<file path="src/design/lbp_pkg.sv">
package lbp_pkg;

	// fixed field widths
	localparam int PIXEL_BITS = 8;
	localparam int PIX_FIELD_W = 8;
	localparam int CODE_W = 8;
	localparam int FW_BITS = 11;
	localparam int FH_BITS = 16;

	// configuration port
	localparam int CFG_IDX_W = 1;
	localparam int CFG_DATA_W = 16;
	localparam logic [CFG_IDX_W-1:0] REG_FRAME_WIDTH = 1'd0;
	localparam logic [CFG_IDX_W-1:0] REG_FRAME_HEIGHT = 1'd1;

	// geometry defaults
	localparam int DEF_MAX_WIDTH = 1024;
	localparam int DEF_FRAME_WIDTH = 640;
	localparam int DEF_FRAME_HEIGHT = 480;
	localparam int MIN_DIM = 3;

	// code bit positions, clockwise from top-left
	localparam int BIT_TOP_LEFT = 7;
	localparam int BIT_TOP = 6;
	localparam int BIT_TOP_RIGHT = 5;
	localparam int BIT_RIGHT = 4;
	localparam int BIT_BOT_RIGHT = 3;
	localparam int BIT_BOT = 2;
	localparam int BIT_BOT_LEFT = 1;
	localparam int BIT_LEFT = 0;

	typedef logic [PIXEL_BITS-1:0] pixel_t;
	typedef logic [CODE_W-1:0] code_t;

	typedef struct packed {
		logic [PIX_FIELD_W-1:0] pixel_value;
		logic                   frame_start;
	} pix_req_t;

	typedef struct packed {
		code_t pattern_code;
		logic  row_end;
		logic  frame_end;
	} code_req_t;

	// per-pixel control decided from the raster position
	typedef struct packed {
		logic emit;
		logic row_end;
		logic frame_end;
	} pos_flags_t;

endpackage

</file>
<file path="src/design/lbp_pos.sv">
module lbp_pos #(
	parameter int MAX_WIDTH = lbp_pkg::DEF_MAX_WIDTH,
	localparam int CW = $clog2(MAX_WIDTH)
) (
	input  logic                             clk,
	input  logic                             arst_n,
	input  logic                             cfg_wr_en,
	input  logic [lbp_pkg::CFG_IDX_W-1:0]    cfg_index,
	input  logic [lbp_pkg::CFG_DATA_W-1:0]   cfg_data,
	input  logic                             step,
	input  logic                             frame_start,
	output logic [CW-1:0]                    col,
	output lbp_pkg::pos_flags_t              flags
);

	localparam int RESET_LAST_COL =
		((lbp_pkg::DEF_FRAME_WIDTH > MAX_WIDTH) ? MAX_WIDTH : lbp_pkg::DEF_FRAME_WIDTH) - 1;
	localparam int RESET_LAST_ROW = lbp_pkg::DEF_FRAME_HEIGHT - 1;

	logic [CW-1:0]                 last_col_q;
	logic [lbp_pkg::FH_BITS-1:0]   last_row_q;
	logic [CW-1:0]                 col_q;
	logic [lbp_pkg::FH_BITS-1:0]   row_q;
	logic [lbp_pkg::FW_BITS-1:0]   w_raw;
	logic [lbp_pkg::FH_BITS-1:0]   h_raw;
	logic [CW-1:0]                 last_col_d;
	logic [lbp_pkg::FH_BITS-1:0]   last_row_d;
	logic [lbp_pkg::FH_BITS-1:0]   row_cur;
	logic                          last_col;
	logic                          last_row;

	// clamp the written geometry to last column / last row indexes
	always_comb begin
		w_raw = cfg_data[lbp_pkg::FW_BITS-1:0];
		h_raw = cfg_data[lbp_pkg::FH_BITS-1:0];
		if (w_raw < lbp_pkg::FW_BITS'(lbp_pkg::MIN_DIM)) begin
			last_col_d = CW'(lbp_pkg::MIN_DIM - 1);
		end else if (32'(w_raw) > MAX_WIDTH) begin
			last_col_d = CW'(MAX_WIDTH - 1);
		end else begin
			last_col_d = CW'(w_raw - lbp_pkg::FW_BITS'(1));
		end
		if (h_raw < lbp_pkg::FH_BITS'(lbp_pkg::MIN_DIM)) begin
			last_row_d = lbp_pkg::FH_BITS'(lbp_pkg::MIN_DIM - 1);
		end else begin
			last_row_d = h_raw - lbp_pkg::FH_BITS'(1);
		end
	end

	// geometry registers
	always_ff @(posedge clk or negedge arst_n) begin
		if (!arst_n) begin
			last_col_q <= CW'(RESET_LAST_COL);
			last_row_q <= lbp_pkg::FH_BITS'(RESET_LAST_ROW);
		end else if (cfg_wr_en) begin
			unique case (cfg_index)
				lbp_pkg::REG_FRAME_WIDTH:  last_col_q <= last_col_d;
				lbp_pkg::REG_FRAME_HEIGHT: last_row_q <= last_row_d;
				default: ;
			endcase
		end
	end

	// position of the pixel on the request lines
	always_comb begin
		col      = frame_start ? '0 : col_q;
		row_cur  = frame_start ? '0 : row_q;
		last_col = (col >= last_col_q);
		last_row = (row_cur >= last_row_q);
		flags.emit      = (row_cur >= lbp_pkg::FH_BITS'(2)) && (col >= CW'(2));
		flags.row_end   = last_col;
		flags.frame_end = last_col && last_row;
	end

	// raster counters, wrap at row end and frame end
	always_ff @(posedge clk or negedge arst_n) begin
		if (!arst_n) begin
			col_q <= '0;
			row_q <= '0;
		end else if (step) begin
			if (last_col) begin
				col_q <= '0;
				row_q <= last_row ? '0 : row_cur + lbp_pkg::FH_BITS'(1);
			end else begin
				col_q <= col + CW'(1);
				row_q <= row_cur;
			end
		end
	end

endmodule

</file>
<file path="config.mk">
export PLATFORM = sky130hd
export DESIGN_NAME = lbp_pos
export DESIGN_NICKNAME = d
export VERILOG_FILES = /design/src/design/lbp_pkg.sv /design/src/design/lbp_pos.sv
export SDC_FILE = /design/constraint.sdc
export NUM_CORES = 1
export LEC_CHECK = 0
export BUFFER_PORTS_ARGS = -buffer_cell sky130_fd_sc_hd__buf_4
export CAP_MARGIN = 20
export CORE_UTILIZATION = 35
export CTS_BUF_LIST = sky130_fd_sc_hd__clkbuf_2
export DETAILED_ROUTE_END_ITERATION = 10
export GPL_TIMING_DRIVEN = 0
export MAX_ROUTING_LAYER = met4
export PLACE_DENSITY_LB_ADDON = 0.08
export SYNTH_ARGS = -nofsm -noshare
export SYNTH_HDL_FRONTEND = slang
export SYNTH_SLANG_ARGS = --single-unit
</file>
<file path="constraint.sdc">
create_clock -name clk -period 3.6 [get_ports clk]
set_input_delay 0.54 -clock clk [delete_from_list [all_inputs] [get_ports clk]]
set_output_delay 0.54 -clock clk [all_outputs]
set_load 0.03 [all_outputs]
</file>
==> reports/summary.md <==
The commonest non-fill, non-tap cell in the layout is nand2_1. The synthesized design contains 52 register bits. Count of final hold-check violations: 0. The run finished with clean final reports. The run gives 5 as the number of buffers created by CTS.

The critical path goes through buf_4 > clkbuf_2 > clkbuf_2 > nand2b_1 > ha_1 > nor2b_1 > o21ai_1 > a21oi_2 > buf_4 > a22oi_2 > and2_1 > buf_4. The critical path is of the primary input to output pin type. The slowest stage of the critical path belongs to the cell ha_1.

In the layout the commonest cells are nand2_1, buf_4, dfrtp_1, ha_1, inv_1. Worst-case setup slack after placement: -0.583 ns. 0 antenna diodes ended up in the layout. The dominant register cell in the synthesized netlist is dfrtp_1. Number of cell instances on the worst register-to-register path: 11. The tools report the hold buffer count at CTS as 0. The tools report the final core utilization as 0.411. The tools report the number of distinct library cell variants in the gate-level netlist after synthesis as 52. The startpoint kind of the worst setup timing path is a primary input. The maximum number of pins on one net before global-route repair was 53; the detailed-placement wirelength estimate was 7470 um. In this run the worst path has a maximum fanout of 10.

The die height works out to 105 um. After clock tree synthesis, the clock-pin slew on the worst setup and hold paths is 0.28 ns. After detailed routing, the total wire length is 9910 um.

The first global-routing pass estimated 16600 um of wire. The total overflow left after global routing is 0. The pre-antenna-repair detailed-routing pass consisted of 4 iterations. The average instance area after synthesis is 8.46 um2, and the cell area after synthesis is 3720 um2. The run gives 0 as the number of max-cap violations. Synthesis produced a netlist whose cell count is 440. The initial cell density of the core is 0.361. Counting every net in the synthesized netlist gives 494. The congestion estimate from routability-driven global placement came to 0.800.

Power density of the placed cells: 304 nW/um2. Relative to the synthesized area, the layout overhead comes to 14.1%. The detail route stage leaves a number of antenna-violating nets equal to 0.

The initial antenna violation count is 0. The number of remaining DRC errors is 0. The synthesized design contains 0 enable-type register cells.

Setup repair after global routing left no endpoint under its margin. The type of the worst min-delay path was primary input to asynchronous set/reset pin. The root cell of the clock tree is clkbuf_2. The run gives 0 as the max-slew violation count. The sequential-to-total area share from yosys stat came out at 0.355. The relative max-transition margin was 0.547. The clock reaches the later pin of the worst-skew pair after 0.45 ns. STA classifies the critical path endpoint as an output pin. The share of synthesized flip-flops with an asynchronous set or reset is 1.00, and the number of top-level design ports is 35. The leakage power was 1.87 nW; the data arrival time of the critical path was 2.88 ns. The area of the core was 10300 um2. IR analysis of the VDD net gives a maximum drop of 0.181 mV.

Hold is met by 0.0710 ns. The required time of the worst setup path was 3.06 ns; the post-detailed-route wirelength per cell was 16.0 um. The final route contains 3327 vias.

CTS saw 52 sinks. The number of global-route vias before repair was 3112; the die boundary width was 105 um. The aggregate global-route resource usage is 0.193.

The die footprint was 11100 um2; the number of DRC violations after detailed-routing iteration 0 was 156. Subtracting the final worst setup slack from the clock period gives 3.42 ns. In this run the core area contains 37 standard-cell rows. TritonCTS built the clock tree. The number of I/O port buffers was 33. Based on the critical path, the design can be clocked at up to 0.292 GHz.

The clock passes through at most 2 buffers. Setup slack closes at 0.177 ns. The per-cell via count in the routed design came out at 5.38. By instance count, the cell type seen most on the critical path is buf_4. The fraction of layout instances using a drive strength above 1 was 0.168.

The part of the cycle the worst path needs is 0.951, and the slew of the pin with the lowest slew margin is 0.680 ns. On the final layout, the worst clock skew is 0.0277 ns. Setup violations remaining at the end of the flow were counted as 0. For this run, the slowest stage of the critical path takes 0.30 ns.

CTS built an H-tree with a depth of 2. The Yosys step of the flow raised 0 warnings. The tools report the number of nets at the end of the flow as 535.
## critical path, delay by kind of cell
family	cells	cell delay, ns
adder cells (fa/ha/maj)	1	0.30
AND/OR/NAND/NOR	3	0.56
buffers and inverters	5	0.93
AO/OA/AOI/OAI	3	0.55
## repair_timing
item | in CTS | in global routing
gates resized for setup | 10 | 4
pin swaps | 2 | 1
setup buffers | 1 | 1
setup endpoints to repair | 2 | 2
## flip-flops by register name, indices dropped and copies added, names as in the netlist
| signal | cells |
|---|---|
| row_q | 16 |
| last_col_q | 10 |
| last_row_q | 16 |
| col_q | 10 |
## metal layers
layer  vias up  share of wire  track usage
met1      1569           0.49        0.265
li1       1676              -            -
met3         7          0.040       0.0225
met2        75           0.46        0.309
met4         0         0.0090       0.0332
met5         -              0            -
## per-stage QoR
step / area [um2] / setup TNS (ns) / cells / power [mW]
after floorplan: 3720 / 0 / 440 / 0.876
final: 4250 / 0 / 618 / 1.29
after detailed placement: 4140 / -4.92 / 609 / 0.986
after CTS: 4230 / 0 / 617 / 1.30
after global routing: 4250 / 0 / 618 / 1.37
after global placement: 4140 / -4.54 / 609 / 0.980
## where the power goes
part           switching, mW  internal, mW
clock network          0.194         0.119
registers             0.0342         0.654
logic                  0.173         0.116
total                  0.401         0.889
## area by class of cell
| class | count | area, um2 |
|---|---|---|
| Multi-Input combinational cell | 336 | 2220 |
| Inverter | 32 | 123 |
| Timing Repair Buffer | 35 | 263 |
| Clock buffer | 6 | 30.0 |
| Sequential cell | 52 | 1320 |
| Tap cell | 136 | 170 |
| Fill cell | 1071 | 6080 |
| Buffer | 19 | 87.6 |
| Clock inverter | 2 | 35.0 |
## synthesized netlist by cell type, types with 2 or more instances
cell type  number  area share
nand2_1        60       0.061
nand4_1         7       0.012
a22oi_1         2      0.0040
nor3_1          9       0.012
o211ai_1        5       0.010
o2bb2ai_1       4      0.0094
nor2_1         20       0.020
and2_1          2      0.0034
nor3b_1         2      0.0040
buf_4           2      0.0040
a21oi_1        17       0.023
dfrtp_1        36        0.24
xor2_1          5       0.012
or4_1           3      0.0060
a211oi_1        3      0.0060
dfstp_2        16        0.11
a22o_1         10       0.024
nor4_1         10       0.017
and3_1          9       0.015
o311ai_0       10       0.024
o31ai_1        18       0.036
xnor2_1         9       0.021
inv_1          31       0.031
o21ai_0        17       0.023
ha_1           32        0.11
clkbuf_1       13       0.013
nor2b_1        25       0.042
nand3_1        30       0.040
a21boi_0        3      0.0060
nand2b_1        4      0.0067
buf_2           5      0.0067
## cells by family (layout without fill, tap and decap cells)
group / Yosys count / in the layout / synth area share
and+or+nand+nor: 190 / 190 / 0.258
DFF: 52 / 52 / 0.355
buffers and inverters: 52 / 94 / 0.0561
adders and majority gates: 32 / 32 / 0.108
muxes: 1 / 1 / 0.00269
AOI/OAI and AO/OA: 99 / 99 / 0.187
xor gates and xnor gates: 14 / 14 / 0.0329
## worst paths after layout
check / start / slack [ns] / to
max: frame_start / 0.18 / flags[0]
min: arst_n / 0.07 / row_q[4]$_DFFE_PN0P_
max reg2reg: col_q[8]$_DFFE_PN0P_ / 0.75 / row_q[5]$_DFFE_PN0P_
min reg2reg: last_row_q[7]$_DFFE_PN1P_ / 0.49 / last_row_q[7]$_DFFE_PN1P_
max in group asynchronous: arst_n / 3.06 / last_row_q[9]$_DFFE_PN0P_
min in group clk: cfg_data[0] / 0.29 / last_row_q[0]$_DFFE_PN1P_
Note: power is estimated with default switching activity, not from simulation.
