## config.mk

```make
export PLATFORM = sky130hd
export DESIGN_NAME = lbp_window
export DESIGN_NICKNAME = d
export VERILOG_FILES = /design/src/design/lbp_pkg.sv /design/src/design/lbp_window.sv
export SDC_FILE = /design/constraint.sdc
export NUM_CORES = 1
export LEC_CHECK = 0
export ABC_CLOCK_PERIOD_IN_PS = 1600
export BUFFER_PORTS_ARGS = -buffer_cell sky130_fd_sc_hd__buf_2
export CAP_MARGIN = 20
export CORE_ASPECT_RATIO = 2
export CORE_UTILIZATION = 45
export CTS_CLUSTER_DIAMETER = 50
export CTS_CLUSTER_SIZE = 10
export DETAILED_ROUTE_END_ITERATION = 10
export HOLD_SLACK_MARGIN = 0.06
export PLACE_DENSITY = 0.62
export SETUP_SLACK_MARGIN = 0.4
export SYNTH_ARGS = -nofsm -noshare
export SYNTH_HDL_FRONTEND = slang
export SYNTH_SLANG_ARGS = --single-unit
```

## constraint.sdc

```tcl
create_clock -name clk -period 1.6 [get_ports clk]
set_input_delay 0.08 -clock clk [delete_from_list [all_inputs] [get_ports clk]]
set_output_delay 0.08 -clock clk [all_outputs]
set_load 0.02 [all_outputs]
```

## src/design/lbp_pkg.sv

```systemverilog
package lbp_pkg;

	// fixed field widths
	localparam int PIXEL_BITS = 8;
	localparam int PIX_FIELD_W = 8;
	localparam int CODE_W = 8;
	localparam int FW_BITS = 11;
	localparam int FH_BITS = 16;

	// configuration port
	localparam int CFG_IDX_W = 1;
	localparam int CFG_DATA_W = 16;
	localparam logic [CFG_IDX_W-1:0] REG_FRAME_WIDTH = 1'd0;
	localparam logic [CFG_IDX_W-1:0] REG_FRAME_HEIGHT = 1'd1;

	// geometry defaults
	localparam int DEF_MAX_WIDTH = 1024;
	localparam int DEF_FRAME_WIDTH = 640;
	localparam int DEF_FRAME_HEIGHT = 480;
	localparam int MIN_DIM = 3;

	// code bit positions, clockwise from top-left
	localparam int BIT_TOP_LEFT = 7;
	localparam int BIT_TOP = 6;
	localparam int BIT_TOP_RIGHT = 5;
	localparam int BIT_RIGHT = 4;
	localparam int BIT_BOT_RIGHT = 3;
	localparam int BIT_BOT = 2;
	localparam int BIT_BOT_LEFT = 1;
	localparam int BIT_LEFT = 0;

	typedef logic [PIXEL_BITS-1:0] pixel_t;
	typedef logic [CODE_W-1:0] code_t;

	typedef struct packed {
		logic [PIX_FIELD_W-1:0] pixel_value;
		logic                   frame_start;
	} pix_req_t;

	typedef struct packed {
		code_t pattern_code;
		logic  row_end;
		logic  frame_end;
	} code_req_t;

	// per-pixel control decided from the raster position
	typedef struct packed {
		logic emit;
		logic row_end;
		logic frame_end;
	} pos_flags_t;

endpackage

```

## src/design/lbp_window.sv

```systemverilog
module lbp_window (
	input  logic            clk,
	input  logic            arst_n,
	input  logic            shift,
	input  lbp_pkg::pixel_t up,
	input  lbp_pkg::pixel_t mid,
	input  lbp_pkg::pixel_t pix,
	output lbp_pkg::code_t  code
);

	// the two older window columns; the incoming column is the right one
	// index [row][col]: col 0 is the left column, col 1 the center column
	lbp_pkg::pixel_t win_q [3][2];
	lbp_pkg::pixel_t ctr;

	// code of the window after the incoming column is shifted in
	always_comb begin
		ctr = win_q[1][1];
		code = '0;
		code[lbp_pkg::BIT_TOP_LEFT]  = (win_q[0][0] >= ctr);
		code[lbp_pkg::BIT_TOP]       = (win_q[0][1] >= ctr);
		code[lbp_pkg::BIT_TOP_RIGHT] = (up >= ctr);
		code[lbp_pkg::BIT_RIGHT]     = (mid >= ctr);
		code[lbp_pkg::BIT_BOT_RIGHT] = (pix >= ctr);
		code[lbp_pkg::BIT_BOT]       = (win_q[2][1] >= ctr);
		code[lbp_pkg::BIT_BOT_LEFT]  = (win_q[2][0] >= ctr);
		code[lbp_pkg::BIT_LEFT]      = (win_q[1][0] >= ctr);
	end

	// column shift
	always_ff @(posedge clk or negedge arst_n) begin
		if (!arst_n) begin
			for (int r = 0; r < 3; r++) begin
				win_q[r][0] <= '0;
				win_q[r][1] <= '0;
			end
		end else if (shift) begin
			for (int r = 0; r < 3; r++) begin
				win_q[r][0] <= win_q[r][1];
			end
			win_q[0][1] <= up;
			win_q[1][1] <= mid;
			win_q[2][1] <= pix;
		end
	end

endmodule

```

==> flow_metrics.env, run 1 <==
export IMPL_outcome="finished with violations"
export IMPL_violations="negative setup slack"
export IMPL_grt_use_met1_pct=23.0
export IMPL_slew_viol_final=0
export IMPL_nets=434
export IMPL_ys_flop_type="dfrtp_1"
export IMPL_yosys_warnings=0
export IMPL_fin_ws_ns=-0.288
export IMPL_ir_drop_mv=0.854
export IMPL_syn_nets=357
export IMPL_die_area_um2=7650
export IMPL_fin_crit_sh_pct=118
export IMPL_worstPathArrival_ns=1.81
export IMPL_final_setup_viol_count=8
export IMPL_area_growth_pct=39.9
export IMPL_async_reset_ff_share_pct=100
export IMPL_grt_max_degree=61
export IMPL_synth_area_top_cells="dfrtp_1 37%, ha_1 24%, mux2_4 17%"
export IMPL_wl_per_cell_um=17.0
export IMPL_comb_power_share_pct=35.6
export IMPL_drive_gt1_share_pct=47.4
export IMPL_drt_iter0_markers=64
export IMPL_worst_skew_pair_late_latency_ns=0.30
export IMPL_antenna_found_initial=0
export IMPL_ys_seq_area_share_pct=36.7
export IMPL_fin_crit_ns=1.89
export IMPL_synth_top_area_cell="dfrtp_1"
export IMPL_p_leak_nw=2.18
export IMPL_cp_slowest_cell="dfrtp_2"
export IMPL_dpl_hpwl_um=4720
export IMPL_max_slew_worst_pin_slew_ns=0.368
export IMPL_cts_root_buffer="clkbuf_16"
export IMPL_grt_pass1_vias=2407
export IMPL_powerDensity_nw_per_um2=923
export IMPL_vias=2344
export IMPL_use_met3_pct=2.97
export IMPL_synth_cell_type_count=17
export IMPL_grt_util_all_layers_pct=19.8
export IMPL_switching_share_pct=30.7
export IMPL_worstHoldPathType="in2reg"
export IMPL_internal_power_mw=2.93
export IMPL_drc_errors=0
export IMPL_timing_hold_violations_final=0
export IMPL_firstDrtPassIters=4
export IMPL_syn_avg_cell_area_um2=12.3
export IMPL_start_kind="flop"
export IMPL_path_cells="clkinv_4, ha_4, a21o_1, a221oi_2, o21ai_2, buf_4"
export IMPL_place_gp_congestion=0.773
export IMPL_postRouteWirelength_um=7370
export IMPL_cp_end_kind="output port"
export IMPL_gr_usage_met2_pct=36.3
export IMPL_die_h_um=123
export IMPL_grt_ovfl_total=0
export IMPL_max_stage_delay_ns=0.43
export IMPL_ioPinCount=35
export IMPL_cts_buffers=5
export IMPL_post_layout_nonfiller_instances=434
export IMPL_clkPwrFrac_pct=28.8
export IMPL_path_max_fanout=5
export IMPL_via_per_inst=5.40
export IMPL_synth_area_um2=3280
export IMPL_die_width_um=62.3
export IMPL_critPathTopFamily="compound AO/OA/AOI/OAI gates"
export IMPL_synth_top_area_share_pct=36.7
export IMPL_p_switching_mw=1.30
export IMPL_cts_tree="built"
export IMPL_grt_pass1_wl_um=11500
export IMPL_synth_seq_cells=48
export IMPL_drv_cap=0
export IMPL_crit_type="reg2out"
export IMPL_ant_nets=0
export IMPL_fin_skew_ns=0.00446
export IMPL_yosysMostFrequentCell="ha_1"
export IMPL_clock_sinks=48
export IMPL_slew_headroom_pct=75.5
export IMPL_initial_core_util_pct=46.8
export IMPL_globalRoute_busiestLayer="met2"
export IMPL_required_ns=1.52
export IMPL_pre_cts_ws_ns=-0.0589
export IMPL_clock_path_buffers=2
export IMPL_synth_common_cells="64 x ha_1, 48 x dfrtp_1, 36 x mux2_4"
export IMPL_coreArea_um2=6990
export IMPL_p_seq_share_pct=35.6
export IMPL_synthCells=266
export IMPL_clk_pin_slew_ns=0.06
export IMPL_rsz0062_at_grt="true"
export IMPL_synth_edf_count=0
export IMPL_io_buffers=34
export IMPL_whs_ns=0.0766
export IMPL_rows=43
export IMPL_dp_cells=390
export IMPL_cts_htree_levels=2
export IMPL_antenna_diode_count=0
export IMPL_fmax_mhz=530
export IMPL_setup_tns_final_ns=-2.15
export IMPL_path_buf_inv=2
## power groups by stage
stage          Sequential, mW  Combinational [mW]  Clock (mW)
2_1_floorplan            1.45               0.878           0
3_3_place_gp             1.49                1.13           0
3_5_place_dp             1.49                1.17           0
4_1_cts                  1.48                1.29        1.23
5_1_grt                  1.52                1.68        1.27
6_report                 1.51                1.51        1.22
## path summary, 6_finish.rpt
check,start,end,slack (ns),depth (start not counted)
max,ctr[6]$_DFFE_PN0P_,code[2],-0.29,6
min,up[3],win_q[35]$_DFFE_PN0P_,0.08,2
max reg2reg,ctr[3]$_DFFE_PN0P_,ctr[3]$_DFFE_PN0P_,0.49,4
min reg2reg,win_q[0]$_DFFE_PN0P_,win_q[8]$_DFFE_PN0P_,0.49,2
max in group asynchronous,arst_n,ctr[0]$_DFFE_PN0P_,1.05,3
min in group asynchronous,arst_n,win_q[41]$_DFFE_PN0P_,0.30,3
## metrics by stage
step	util (%)	total power, mW	area [um^2]
after global placement	52.0	2.62	3640
after floorplan	-	2.33	3360
after global routing	65.5	4.48	4580
after CTS	59.6	4.00	4170
final	65.5	4.23	4580
after detailed placement	52.0	2.66	3640
## routing by layer
| layer | wire, um | vias up |
|---|---|---|
| li1 | - | 1143 |
| met1 | 3060 | 1169 |
| met2 | 4080 | 25 |
| met3 | 120 | 7 |
| met4 | 109 | 0 |
| met5 | 0 | - |
## cell usage in the layout, fill, tap and decap left out, types with 2 or more instances in the layout
master | netlist | layout
dfrtp_1 | 48 | 43
ha_1 | 64 | 37
mux2_4 | 36 | 36
buf_2 | 1 | 28
ha_4 | 0 | 25
a21o_1 | 24 | 24
dlygate4sd3_1 | 0 | 23
buf_4 | 0 | 13
nand2_1 | 12 | 12
o21ai_0 | 12 | 12
inv_1 | 15 | 9
nand2b_1 | 8 | 8
nand3_1 | 8 | 8
a221oi_2 | 0 | 8
o21ai_2 | 0 | 8
and3_4 | 0 | 7
buf_6 | 2 | 6
clkbuf_16 | 0 | 5
dfrtp_2 | 0 | 5
a31oi_2 | 0 | 4
inv_4 | 0 | 4
clkinv_4 | 0 | 3
a31oi_1 | 8 | 3
buf_12 | 3 | 3
clkinvlp_4 | 0 | 2
ha_2 | 0 | 2
## cell type report
type | instances | area (um^2)
Clock buffer | 6 | 129
Clock inverter | 2 | 35.0
Fill cell | 554 | 2410
Inverter | 15 | 77.6
Multi-Input combinational cell | 196 | 2400
Sequential cell | 48 | 1210
Tap cell | 90 | 113
Timing Repair Buffer | 73 | 596
Timing Repair inverter | 4 | 26.3
## registers in the layout, summed over array words and instances (netlist names)
register  cells
ctr           8
win_q        40
## cells by family (layout without fill, tap and decap cells)
family,count (synthesis),in the layout,synth area share (%)
buffers and inverters,22,100,4.51
flip-flops,48,48,36.7
AO/OA/AOI/OAI,60,60,12.2
multiplexers,36,36,16.5
AND/OR/NAND/NOR,36,36,5.65
adder cells (fa/ha/maj),64,64,24.4
## timing repair
| item | 4_1_cts | 5_1_grt |
|---|---|---|
| pin swaps | 0 | 11 |
| buffers inserted | 4 | 5 |
| endpoints found under the hold margin | 71 | 1 |
| gates resized for setup | 24 | 51 |
| endpoints found under the setup margin | 8 | 8 |
| hold buffers | 22 | 1 |
| gates cloned | 1 | 3 |
No activity file was read; power rests on OpenSTA's default activity.
==> inputs of run 2 (changes only) <==
MAX_ROUTING_LAYER = met4   (was unset)
REMOVE_ABC_BUFFERS = 1   (was unset)
==> run 2 against run 1 <==
  * Largest cell class unchanged
  * Utilization rose by 1.4 points
  * Cell count up 1.2%
  * Cell area rose by 2.2%
  * Count of clock-buffer cells in the layout grew 1
  * Worst hold slack worse by 0.0076 ns
  * Wire length rose by 1.7%
  * The flow still finishes with violations (negative setup slack)
==> flow_metrics.env, run 2 (synthesis results as in run 1) <==
export IMPL_slew_viol_final=0
export IMPL_worst_skew_pair_late_latency_ns=0.29
export IMPL_antenna_found_initial=0
export IMPL_powerDensity_nw_per_um2=898
export IMPL_clkPwrFrac_pct=26.4
export IMPL_outcome="finished with violations"
export IMPL_path_buf_inv=3
export IMPL_grt_ovfl_total=0
export IMPL_cts_buffers=5
export IMPL_switching_share_pct=30.5
export IMPL_cts_htree_levels=2
export IMPL_clock_sinks=48
export IMPL_fin_ws_ns=-0.321
export IMPL_grt_util_all_layers_pct=21.3
export IMPL_final_cell_area_um2=4680
export IMPL_grt_pass1_wl_um=12100
export IMPL_internal_power_mw=2.92
export IMPL_io_buffers=34
export IMPL_grt_max_degree=61
export IMPL_worstHoldPathType="in2reg"
export IMPL_pre_cts_ws_ns=-0.0702
export IMPL_drive_gt1_share_pct=48.4
export IMPL_cts_root_buffer="clkbuf_16"
export IMPL_die_width_um=62.3
export IMPL_regMostFlops="win_q"
export IMPL_seq_area_um2=1200
export IMPL_worstHoldStart="mid[7]"
export IMPL_max_stage_delay_ns=0.39
export IMPL_violations="negative setup slack"
export IMPL_multiInputGateArea_um2=2450
export IMPL_fin_crit_sh_pct=120
export IMPL_critPathTopFamily="compound AO/OA/AOI/OAI gates"
export IMPL_die_h_um=123
export IMPL_layout_common_cells="47 x dfrtp_1, 36 x mux2_4, 31 x ha_4"
export IMPL_required_ns=1.52
export IMPL_rrSetupSlack_ns=0.69
export IMPL_drt_iter0_markers=71
export IMPL_clk_pin_slew_ns=0.06
export IMPL_rows=43
export IMPL_die_area_um2=7650
export IMPL_comb_power_share_pct=37.8
export IMPL_p_leak_nw=2.22
export IMPL_worstPathArrival_ns=1.84
export IMPL_largest_reg_flops=40
export IMPL_wl_per_cell_um=17.1
export IMPL_rsz0062_at_grt="true"
export IMPL_ir_drop_mv=0.547
export IMPL_area_growth_pct=43.0
export IMPL_crit_type="reg2out"
export IMPL_coreArea_um2=6990
export IMPL_ant_nets=0
export IMPL_p_seq_share_pct=35.8
export IMPL_fin_crit_ns=1.92
export IMPL_antenna_diode_count=0
export IMPL_postRouteWirelength_um=7490
export IMPL_cp_slowest_cell="dfrtp_1"
export IMPL_place_gp_congestion=0.830
export IMPL_hold_end="ctr[7]$_DFFE_PN0P_"
export IMPL_drc_errors=0
export IMPL_via_per_inst=5.39
export IMPL_max_slew_worst_pin_slew_ns=0.368
export IMPL_post_dp_cell_area_um2=3650
export IMPL_num_fill_cells=545
export IMPL_cp_end_kind="output port"
export IMPL_mostFrequentLayoutCell="dfrtp_1"
export IMPL_timing_hold_violations_final=0
export IMPL_start_kind="flop"
export IMPL_fin_skew_ns=0.00501
export IMPL_initial_core_util_pct=46.8
export IMPL_reg2reg_depth=3
export IMPL_drv_cap=0
export IMPL_dpl_hpwl_um=4650
export IMPL_grt_pass1_vias=2547
export IMPL_crit_top_cell="buf_6"
export IMPL_fmax_mhz=520
export IMPL_final_setup_viol_count=8
export IMPL_vias=2366
export IMPL_path_max_fanout=4
export IMPL_nets=440
export IMPL_r2r_end="ctr[3]$_DFFE_PN0P_"
export IMPL_p_switching_mw=1.28
export IMPL_firstDrtPassIters=4
export IMPL_slew_headroom_pct=75.5
export IMPL_cts_tree="built"
export IMPL_hold_path_depth=3
export IMPL_path_cells="inv_2, buf_6, ha_4, a21o_1, a221oi_4, o21ai_2, buf_6"
export IMPL_ioPinCount=35
export IMPL_clock_path_buffers=2
export IMPL_p_total_mw=4.21
export IMPL_r2r_start="ctr[3]$_DFFE_PN0P_"
run 2: how the worst max path moves through the flow:
stage	from	end	slack (ns)	cells after the start
6_report	ctr[6]$_DFFE_PN0P_	code[1]	-0.32	7
4_1_cts	ctr[6]$_DFFE_PN0P_	code[2]	-0.32	7
3_3_place_gp	ctr[6]$_DFFE_PN0P_	code[6]	-0.07	7
5_1_grt	ctr[6]$_DFFE_PN0P_	code[1]	-0.38	7
2_1_floorplan	ctr[6]$_DFFE_PN0P_	code[4]	0.09	5
3_5_place_dp	ctr[6]$_DFFE_PN0P_	code[6]	-0.07	7
run 2: final cells by class:
type / count / area share, %
Inverter: 15 / 1.28
Tap cell: 90 / 2.40
Clock buffer: 7 / 3.26
Timing Repair Buffer: 83 / 15.0
Multi-Input combinational cell: 196 / 52.4
Sequential cell: 48 / 25.7
run 2: worst register-to-register path, cell delays in order (launching register included):
cell,delay (ns)
dfrtp_1,0.39
clkinvlp_4,0.14
buf_6,0.16
o21ai_0,0.14
run 2: what timing repair did:
item                       CTS  global route
buffers inserted             4             6
hold buffers                20             0
hold endpoints to repair    67             0
pin swaps                   18            18
gates resized for setup     55            35
setup endpoints to repair    8             8
run 2: through the flow:
stage	instances	hold WS (ns)	TNS (ns)	util, %
3_3_place_gp	402	0.0862	-0.212	52.1
3_5_place_dp	402	0.0879	-0.414	52.1
4_1_cts	433	0.0616	-2.33	62.4
2_1_floorplan	259	-0.216	0	-
6_report	439	0.0690	-2.29	67.0
5_1_grt	439	0.0761	-2.88	67.0
run 2: power groups by stage:
| stage | sequential (mW) | clock (mW) | combinational [mW] |
|---|---|---|---|
| floorplan | 1.45 | 0 | 0.742 |
| global placement | 1.49 | 0 | 1.08 |
| detailed placement | 1.49 | 0 | 1.12 |
| CTS | 1.49 | 1.14 | 1.38 |
| global route | 1.53 | 1.19 | 1.75 |
| finish | 1.50 | 1.11 | 1.59 |
run 2: routing by layer:
metal | track usage (%) | share of wire (%) | vias to the layer above
li1 | - | - | 1148
met1 | 23.4 | 41 | 1168
met2 | 37.2 | 53 | 36
met3 | 3.62 | 2.5 | 14
met4 | 10.2 | 2.8 | 0
met5 | - | 0 | -
==> inputs of run 3 (changes only) <==
ABC_AREA = 1   (was unset)
==> run 3 against run 2 <==
  * The run still ends with negative setup slack left
  * Cell area fell by 3.1%
  * Via count is 17% higher
  * Synthesized cell count rose by 53%
  * Fmax rose by 12%
  * Critical path depth unchanged
  * Global-route usage rose by 0.33 points
  * Die area grew 1.5%
  * Sequential share of layout area grew 0.82 points
  * Clock power decreased by 5%
  * Highest routed layer unchanged
==> flow_metrics.env, run 3 <==
export IMPL_antenna_found_initial=0
export IMPL_rsz0062_at_grt="true"
export IMPL_seq_area_um2=1200
export IMPL_grt_pass1_wl_um=12800
export IMPL_ys_flop_type="dfrtp_1"
export IMPL_synth_edf_count=0
export IMPL_postRouteWirelength_um=7640
export IMPL_slew_headroom_pct=71.1
export IMPL_io_buffers=34
export IMPL_die_width_um=62.8
export IMPL_cp_end_kind="output port"
export IMPL_largest_reg_flops=40
export IMPL_mostFrequentLayoutCell="nand2_1"
export IMPL_rrSetupSlack_ns=0.69
export IMPL_p_total_mw=3.94
export IMPL_required_ns=1.52
export IMPL_multiInputGateArea_um2=2150
export IMPL_cts_tree="built"
export IMPL_worst_skew_pair_late_latency_ns=0.29
export IMPL_area_growth_pct=36.5
export IMPL_synth_top_area_share_pct=36.1
export IMPL_drv_cap=0
export IMPL_powerDensity_nw_per_um2=867
export IMPL_final_setup_viol_count=8
export IMPL_place_gp_congestion=0.792
export IMPL_grt_max_degree=49
export IMPL_wl_per_cell_um=13.3
export IMPL_antenna_diode_count=0
export IMPL_nets=573
export IMPL_violations="negative setup slack"
export IMPL_hold_end="win_q[1]$_DFFE_PN0P_"
export IMPL_max_slew_worst_pin_slew_ns=0.433
export IMPL_timing_hold_violations_final=0
export IMPL_die_area_um2=7760
export IMPL_fin_ws_ns=-0.113
export IMPL_fin_crit_ns=1.71
export IMPL_syn_avg_cell_area_um2=8.17
export IMPL_vias=2775
export IMPL_worstHoldStart="pix[1]"
export IMPL_drt_iter0_markers=90
export IMPL_post_dp_cell_area_um2=3700
export IMPL_synth_top_area_cell="dfrtp_1"
export IMPL_final_cell_area_um2=4540
export IMPL_coreArea_um2=7210
export IMPL_fin_skew_ns=0.00389
export IMPL_postLayoutCoreUtil_pct=62.9
export IMPL_synth_cell_type_count=15
export IMPL_post_layout_nonfiller_instances=575
export IMPL_p_leak_nw=2.27
export IMPL_slew_viol_final=0
export IMPL_layout_common_cells="87 x nand2_1, 51 x inv_1, 47 x dfrtp_1"
export IMPL_ioPinCount=35
export IMPL_r2r_start="ctr[0]$_DFFE_PN0P_"
export IMPL_clk_pin_slew_ns=0.06
export IMPL_firstDrtPassIters=4
export IMPL_worstPathArrival_ns=1.63
export IMPL_cts_buffers=5
export IMPL_cts_root_buffer="clkbuf_16"
export IMPL_die_h_um=124
export IMPL_regMostFlops="win_q"
export IMPL_dpl_hpwl_um=5240
export IMPL_via_per_inst=4.83
export IMPL_rows=44
export IMPL_cts_htree_levels=2
export IMPL_synth_area_top_cells="dfrtp_1 36%, ha_1 24%, nand2_1 12%"
export IMPL_crit_type="reg2out"
export IMPL_start_kind="flop"
export IMPL_fin_crit_sh_pct=107
export IMPL_num_fill_cells=611
export IMPL_synth_common_cells="104 x nand2_1, 64 x ha_1, 60 x inv_1"
export IMPL_grt_util_all_layers_pct=21.6
export IMPL_grt_pass1_vias=2836
export IMPL_fmax_mhz=584
export IMPL_synth_area_um2=3330
export IMPL_ant_nets=0
export IMPL_async_reset_ff_share_pct=100
export IMPL_path_max_fanout=5
export IMPL_yosysMostFrequentCell="nand2_1"
export IMPL_ys_seq_area_share_pct=36.1
export IMPL_clock_sinks=48
export IMPL_whs_ns=0.0674
export IMPL_ir_drop_mv=0.644
export IMPL_r2r_end="win_q[24]$_DFFE_PN0P_"
export IMPL_dp_cells=539
export IMPL_initial_core_util_pct=46.1
export IMPL_clock_path_buffers=2
export IMPL_yosys_warnings=0
export IMPL_drc_errors=0
export IMPL_grt_ovfl_total=0
export IMPL_reg2reg_depth=3
export IMPL_drive_gt1_share_pct=28.0
export IMPL_outcome="finished with violations"
export IMPL_hold_path_depth=3
export IMPL_worstHoldPathType="in2reg"
export IMPL_synth_seq_cells=48
export IMPL_synthCells=407
==> run 3: per-stage QoR <==
step	worst slack [ns]	TNS, ns
2_1_floorplan	0.256	0
3_3_place_gp	0.103	0
3_5_place_dp	0.0791	0
4_1_cts	-0.108	-0.768
5_1_grt	-0.207	-1.36
6_report	-0.113	-0.726
==> run 3: worst max-delay path, cell delays in order, from the launching register on <==
cell and delay (ns):
dfrtp_1 0.38, inv_2 0.09, buf_8 0.14, ha_4 0.21, a21o_1 0.17, nor2_2 0.09, nand3_2 0.11, buf_6 0.14
==> run 3: final cells by class <==
| class | count | area share [%] |
|---|---|---|
| sequential | 48 | 26.5 |
| tap | 92 | 2.54 |
| multi-input combinational | 288 | 47.3 |
| inverter | 60 | 4.96 |
| clock buffer | 8 | 3.23 |
| timing repair buffer | 79 | 15.5 |
==> run 3: metal layers <==
layer  track usage [%]  vias to the layer above  part of all wire (%)
met5                 -                        -                     0
met4              6.10                        0                   1.2
li1                  -                     1456                     -
met3              3.02                        9                   2.0
met2              39.9                       31                    56
met1              24.0                     1279                    41
==> run 3: worst max-delay path by stage <==
stage                        from  endpoint  depth (start not counted)
3_5_place_dp   ctr[7]$_DFFE_PN0P_   code[7]                          8
2_1_floorplan  ctr[5]$_DFFE_PN0P_   code[7]                          6
6_report       ctr[7]$_DFFE_PN0P_   code[7]                          7
3_3_place_gp   ctr[7]$_DFFE_PN0P_   code[7]                          8
5_1_grt        ctr[5]$_DFFE_PN0P_   code[4]                          7
4_1_cts        ctr[7]$_DFFE_PN0P_   code[0]                          9
==> run 3: kinds of logic (layout without fill, tap and decap cells) <==
logic type | Yosys count | count (layout) | share of synthesized area [%]
AND/OR/NAND/NOR | 152 | 152 | 17.5
flip-flops | 48 | 48 | 36.1
adder cells (fa/ha/maj) | 64 | 64 | 24.1
AO/OA/AOI/OAI | 72 | 72 | 12.8
buffers and inverters | 71 | 147 | 9.48
==> run 3: power breakdown <==
group / internal [mW] / switching, mW / total, mW
logic: 0.689 / 0.749 / 1.44
clock network: 0.624 / 0.441 / 1.06
registers: 1.34 / 0.0941 / 1.43
total: 2.65 / 1.28 / 3.94
==> run 3: what timing repair did <==
item                       CTS  global route
pin swaps                    6            29
hold endpoints to repair    69             0
buffers inserted             4             2
setup endpoints to repair    8             8
hold buffers                22             0
resized for setup           40            48
